## config.mk

```make
export PLATFORM = sky130hd
export DESIGN_NAME = pmo_iter
export DESIGN_NICKNAME = d
export VERILOG_FILES = /design/src/rtl/pmo_pkg.sv /design/src/rtl/pmo_iter.sv
export SDC_FILE = /design/constraint.sdc
export NUM_CORES = 1
export LEC_CHECK = 0
export BUFFER_PORTS_ARGS = -buffer_cell sky130_fd_sc_hd__buf_2
export CORE_ASPECT_RATIO = 1.1
export CORE_MARGIN = 3
export CORE_UTILIZATION = 28
export CTS_BUF_LIST = sky130_fd_sc_hd__clkbuf_4
export DETAILED_ROUTE_END_ITERATION = 8
export SYNTH_ARGS = -nofsm -noshare
export SYNTH_HDL_FRONTEND = slang
export SYNTH_SLANG_ARGS = --single-unit
export TNS_END_PERCENT = 10
```

## constraint.sdc

```tcl
create_clock -name aclk -period 4.7 [get_ports aclk]
set_input_delay 0 -clock aclk [delete_from_list [all_inputs] [get_ports aclk]]
set_output_delay 0 -clock aclk [all_outputs]
set_load 0.03 [all_outputs]
```

## src/rtl/pmo_pkg.sv

```systemverilog
`default_nettype none
package pmo_pkg;

    localparam int FRAC_BITS = 12;

    // 0.1 square units in Q.24
    localparam logic [20:0] DEN_FLOOR = 21'd1677722;
    localparam logic [40:0] QUOT_CAP  = 41'h100_0000_0000;

    localparam logic [6:0] SQRT_STEPS = 7'd31;
    localparam logic [6:0] DIV_STEPS  = 7'd90;

    localparam logic OP_SQRT = 1'b0;
    localparam logic OP_DIV  = 1'b1;

    typedef struct packed {
        logic start;
        logic op;
    } iter_ctl_t;

    typedef struct packed {
        logic        done;
        logic [40:0] value;
    } iter_sts_t;

    function automatic logic [31:0] sat32(input logic signed [43:0] v);
        if (v > 44'sd2147483647) begin
            return 32'h7FFF_FFFF;
        end else if (v < -44'sd2147483648) begin
            return 32'h8000_0000;
        end else begin
            return v[31:0];
        end
    endfunction

endpackage
`default_nettype wire

```

## src/rtl/pmo_iter.sv

```systemverilog
`default_nettype none
module pmo_iter (
    input  wire logic              aclk,
    input  wire logic              aresetn,
    input  wire pmo_pkg::iter_ctl_t ctl,
    input  wire logic [61:0]       radicand,
    input  wire logic [89:0]       dividend,
    input  wire logic [61:0]       divisor,
    output pmo_pkg::iter_sts_t     sts
);
    import pmo_pkg::*;

    logic        op_reg;
    logic        run_reg;
    logic        done_reg;
    logic [6:0]  cnt_reg;
    logic [89:0] src_reg;
    logic [62:0] rem_reg;
    logic [40:0] res_reg;
    logic        ovf_reg;
    logic [61:0] den_reg;

    logic [62:0] sq_rem;
    logic [62:0] sq_trial;
    logic        sq_ge;
    logic [62:0] dv_rem;
    logic        dv_ge;

    // square root takes two radicand bits a step, division one dividend bit
    assign sq_rem   = {rem_reg[60:0], src_reg[89:88]};
    assign sq_trial = {30'b0, res_reg[30:0], 2'b01};
    assign sq_ge    = (sq_rem >= sq_trial);
    assign dv_rem   = {rem_reg[61:0], src_reg[89]};
    assign dv_ge    = (dv_rem >= {1'b0, den_reg});

    always_ff @(posedge aclk) begin
        if (!aresetn) begin
            run_reg  <= 1'b0;
            done_reg <= 1'b0;
            cnt_reg  <= '0;
            op_reg   <= OP_SQRT;
        end else if (ctl.start) begin
            op_reg   <= ctl.op;
            run_reg  <= 1'b1;
            done_reg <= 1'b0;
            cnt_reg  <= (ctl.op == OP_SQRT) ? SQRT_STEPS : DIV_STEPS;
        end else if (run_reg) begin
            cnt_reg <= cnt_reg - 7'd1;
            if (cnt_reg == 7'd1) begin
                run_reg  <= 1'b0;
                done_reg <= 1'b1;
            end
        end else begin
            done_reg <= 1'b0;
        end
    end

    always_ff @(posedge aclk) begin
        if (ctl.start) begin
            src_reg <= (ctl.op == OP_SQRT) ? {radicand, 28'b0} : dividend;
            den_reg <= divisor;
            rem_reg <= '0;
            res_reg <= '0;
            ovf_reg <= 1'b0;
        end else if (run_reg) begin
            if (op_reg == OP_SQRT) begin
                rem_reg <= sq_ge ? (sq_rem - sq_trial) : sq_rem;
                res_reg <= {res_reg[39:0], sq_ge};
                src_reg <= src_reg << 2;
            end else begin
                rem_reg <= dv_ge ? (dv_rem - {1'b0, den_reg}) : dv_rem;
                ovf_reg <= ovf_reg | res_reg[40];
                res_reg <= {res_reg[39:0], dv_ge};
                src_reg <= src_reg << 1;
            end
        end
    end

    always_comb begin
        sts.done = done_reg;
        if (op_reg == OP_SQRT) begin
            sts.value = res_reg;
        end else if (ovf_reg || (res_reg > QUOT_CAP)) begin
            sts.value = QUOT_CAP;
        end else begin
            sts.value = res_reg;
        end
    end

endmodule
`default_nettype wire

```

[Word level (Yosys, flattened, before mapping)]
Cells that the tools add are included.
Operators by class
  add/subtract/negate cells: 3
  magnitude comparators: 3
  equal/unequal tests: 1
  muxes and demuxes: 16
  bitwise logic cells: 3
  reduce and logical (&&, ||, !) cells: 4
Operators by type and width (count)
  two-way mux 90 bit: 4
  two-way mux 62 bit: 3
  two-way mux 41 bit: 2
  >= comparator 63 x 33 -> 1 bit: 1
  >= comparator 63 x 62 -> 1 bit: 1
  subtractor 62 x 33 -> 62 bit: 1
  subtractor 62 bit: 1
  > comparator 41 bit (second input constant): 1
  two-way mux 7 bit: 3
  == test 7 x 1 -> 1 bit (second input constant): 1
  subtractor 7 x 1 -> 7 bit (second input constant): 1
  two-way mux 1 bit: 4
  OR reduction 3 bit: 1
  inverter 1 bit: 2
  AND reduction 2 bit: 1
  nonzero test 2 bit: 1
  logical OR 1 bit: 1
  bitwise OR 1 bit: 1
Storage, ports and cells
  flip-flop bits (word level): 266
  input bits: 218
  output and inout bits: 42
  word-level logic and storage cells: 39

[Longest topological paths before layout]
  depth in word-level cells: 4
  gate-level depth with buffers: 15
  gate-level depth less buffers: 13

[Worst setup path after synthesis]
Ideal clock, no wire load.
  kind: register to register
  start point: register rem_reg[40]
  end point: register rem_reg[53]
  setup time: 0.215 ns
  arrival: 3.045 ns
  data required time: 4.485 ns
  setup slack: 1.440 ns
  cell stages (with the launch flop): 14
  buffers on the path: 3
  clock period less this slack: 3.260 ns
  cells stage by stage: dfxtp_1 -> ha_1 -> clkbuf_1 -> nand2_1 -> nor2_1 -> nand4_1 -> or4_1 -> o32a_1 -> o2111ai_1 -> nand2_1 -> buf_2 -> buf_1 -> o31ai_1 -> o22ai_1
On the way
  longest elaborated chain between the ends: 3
  elaborated cells between the ends (all ways): 7
  classes of those cells: 2 x add/sub; 2 x order compare; 3 x mux
Ends and longest elaborated chain
  start: declaration: RTL line pmo_iter.sv:18  | logic [62:0] rem_reg;
  start signal: assignment: RTL line pmo_iter.sv:67  | rem_reg <= sq_ge ? (sq_rem - sq_trial) : sq_rem;
  start signal: assignment: RTL line pmo_iter.sv:71  | rem_reg <= dv_ge ? (dv_rem - {1'b0, den_reg}) : dv_rem;
  subtractor 62 x 33 -> 62 bit, or another cell as far along: RTL line pmo_iter.sv:67
  two-way mux 62 bit (on tied branches): RTL line pmo_iter.sv:67, pmo_iter.sv:71
  two-way mux 62 bit *: RTL line pmo_iter.sv:66  | if (op_reg == OP_SQRT) begin
Mark *: on every way between the ends. The rest lies on a longest branch, timed or not.
A chain may end at the register's enable or synchronous reset.

[Final worst setup path]
  start point: register den_reg[1]
  end point: register rem_reg[27]
On the way
  longest elaborated chain between the ends: 3
  elaborated cells between the ends (all ways): 4
  classes of those cells: 1 x add/sub; 1 x order compare; 2 x mux
Ends and longest elaborated chain
  start: declaration: RTL line pmo_iter.sv:21  | logic [61:0] den_reg;
  start signal: assignment: RTL line pmo_iter.sv:61  | den_reg <= divisor;
  subtractor 62 bit or >= comparator 63 x 62 -> 1 bit (tied branches): RTL line pmo_iter.sv:71, pmo_iter.sv:34
  two-way mux 62 bit *: RTL line pmo_iter.sv:71
  two-way mux 62 bit *: RTL line pmo_iter.sv:66
Marked as above.

==> metrics.txt <==
root buffer selected by CTS clkbuf_4; Setup Fix Bufs, Post-CTS 0; Routed Antenna Nets 0; max reg flops 90; Synth Flop Type edfxtp_1; RSZ-0062 raised after global routing no; Worst path slowest cell nand2_2; Core Region 0.06807 mm2; Pint 0.007709 W; Leak 10.77 nW; top-count cell post-synth nand2_1; critical path depth 12; Max FO, Critical Path 37; hold path cells 4; Async S/R FF share, synth 0%; Layout area overhead 36.01%; clk sinks 266; Top Ports 260; DR DRC count 0; Die Area 0.07222 mm2; switching part of the total 47.23%; Largest stage delay, worst path 0.58 ns; sequential share of power 22.8%; Post-synth EDFFs 152; CP top delay family compound AO/OA/AOI/OAI gates; Slew @ Worst Pin 1.166 ns; nature of the critical path startpoint register; maxcap violations 0; FILL cells 6843; Total GRT Usage 19.13%; Setup Viol. Count Final 0; Via-to-Cell Ratio 5.230; post-DP HPWL 47770 um; routed length per instance 18.75 um; Switch Pwr 0.006899 W; die height 281.6 um; Mapped Cells 2267; initial antenna violation count 6; Crit. End Element register; Fin Clk Skew 0.08381 ns; Warnings, synthesis 0; period utilisation layout 90.21%; sequential share of the synthesized area 35.42%; top post-synthesis cells by area edfxtp_1, dfxtp_1, mux2i_1; power per cell area 555.7 mW/mm2; critical path data required time 5.36 ns; Worst Slack Setup Final 0.4603 ns; I/O Buffers 259; fin nets 3173; Buf+Inv Stages, Crit Path 2; slew margin rel. 21.54%; CTS tree built; Logic pwr share 60.7%; CTS H-tree lvls 3; Worst Hold Class in2reg; Peak VDD IR 0.3551 mV; Yosys top cell by area edfxtp_1; crit path cell chain inv_1 > ha_1 > nor2b_1 > o31a_1 > o311ai_1 > and3_1 > o32a_1 > o2111ai_1 > nand2_2 > buf_12 > o211ai_1 > a32o_1; vias 20130; Iter 0 DRT Violations 1721; Place WS 0.4831 ns; Post-Syn Nets 2583; crit path DAT 4.90 ns; post-synth top area share 23.62%; critical path class reg2reg; proportion of layout cells with a drive suffix above 1 15.16%; status finished clean; Worst-Skew Late Latency 0.85 ns; clock share of power 16.5%; row cnt 100; first-pass GRT wire length 110700 um; clock-pin slew on the worst setup and hold paths 0.07 ns; 1st-pass router iterations 5; largest net degree at the start of global routing 113; synth cell count leaders nand2_1, a21oi_1, nor2_1, edfxtp_1, mux2i_1; syn avg cell area 8.525 um2; Num CTS Buffers 81; starting density of the core 28.40%; Final Max Slew Viols 0; Yosys reg bits 266; WL final 72170 um; GP Congestion 0.9346; Final Hold Viols 0; clock buffer depth 3; Sum Neg Setup Slack 0 ns; number of global-route vias before repair 20180; area of the mapped netlist 0.01933 mm2; count of cell types in the netlist 85; FMAX 235.9 MHz; R2R cell count 12; Die Wd 256.5 um; total grt overflow 0; post-layout min period 4.240 ns
timing repair:
| item | in CTS | in global routing |
|---|---|---|
| endpoints found under the hold margin | 236 | 0 |
| hold buffers | 373 | 0 |
| gates resized for setup | 0 | 0 |
through the flow:
step / hold slack (ns) / power [W] / instances / instance area [um2] / util (%)
after CTS: 0.002906 / 0.01448 / 3841 / 26270 / 38.60
after floorplan: 0.09887 / 0.009532 / 2267 / 19330 / -
after global routing: 0.09467 / 0.01570 / 3846 / 26280 / 38.61
after detailed placement: 0.1783 / 0.01170 / 3319 / 21460 / 31.53
after global placement: 0.1772 / 0.01172 / 3319 / 21460 / 31.53
final: 0.1461 / 0.01461 / 3848 / 26290 / 38.62
tightest hold or removal path, delay by kind of cell:
family	cells	cell delay, ns
buffers and inverters	2	0.66
muxes	1	0.06
AOI/OAI and AO/OA	1	0.14
power by group through the flow:
stage / logic, W / registers, W / clock network (W)
2_1_floorplan: 0.00639 / 0.00314 / 0
3_3_place_gp: 0.00837 / 0.00336 / 0
3_5_place_dp: 0.00835 / 0.00336 / 0
4_1_cts: 0.00868 / 0.00331 / 0.00250
5_1_grt: 0.00970 / 0.00338 / 0.00262
6_report: 0.00886 / 0.00334 / 0.00241
final cells by class:
class / instances / area (um2) / area share, %
inverter: 123 / 462.9 / 1.761
sequential: 266 / 6854 / 26.07
clock buffer: 116 / 870.8 / 3.313
antenna: 7 / 17.52 / 0.06663
multi-input combinational: 1722 / 11430 / 43.48
clock inverter: 33 / 202.7 / 0.7711
tap: 918 / 1149 / 4.369
timing repair buffer: 663 / 5300 / 20.16
routing by layer:
layer	share of wire, %	vias to the layer above	wire (um)	GRT usage, %
met5	0.011	-	8	0
li1	-	9596	-	-
met2	49	805	35290	33.92
met1	41	9538	29400	22.55
met4	3.8	2	2751	8.404
met3	6.5	185	4716	3.746
final timing paths:
| kind | start | endpoint | slack, ns |
|---|---|---|---|
| setup reg to reg | den_reg[1]$_DFFE_PP_ | rem_reg[27]$_SDFFE_PP0P_ | 0.46 |
| hold / removal | dividend[50] | src_reg[50]$_DFFE_PP_ | 0.15 |
| hold reg to reg | done_reg$_SDFFE_PP0P_ | done_reg$_SDFFE_PP0P_ | 0.51 |
| setup / recovery | den_reg[1]$_DFFE_PP_ | rem_reg[27]$_SDFFE_PP0P_ | 0.46 |
cell families (layout without fill, tap and decap cells):
| family | count (synthesis) | in the layout | share of synthesized area [%] |
|---|---|---|---|
| DFF | 266 | 266 | 35.42 |
| xor gates and xnor gates | 108 | 108 | 4.894 |
| other | 0 | 7 | 0 |
| AOI/OAI and AO/OA | 674 | 674 | 22.89 |
| and+or+nand+nor | 700 | 700 | 17.48 |
| adders and majority gates | 98 | 98 | 6.383 |
| muxes | 142 | 142 | 7.374 |
| buffers and inverters | 279 | 935 | 5.554 |
layout by cell type (no fill, tap or decap), types with 17 or more instances in the layout:
master,instances
clkbuf_4,116
nor4_1,26
a21oi_1,208
a21o_1,21
mux2i_1,139
nand2_1,210
a31oi_1,18
dlygate4sd3_1,373
buf_4,30
nor3_1,29
dfxtp_1,112
o21a_1,27
edfxtp_1,152
o21ai_0,122
xor2_1,47
xnor2_1,61
buf_2,257
ha_1,97
a211oi_1,77
nand3_1,40
clkinv_1,24
inv_1,122
a32o_1,26
nor2_1,180
o211ai_1,63
nand4_1,40
nand2b_1,17
nor2b_1,84
Note: power is estimated with default switching activity, not from simulation.
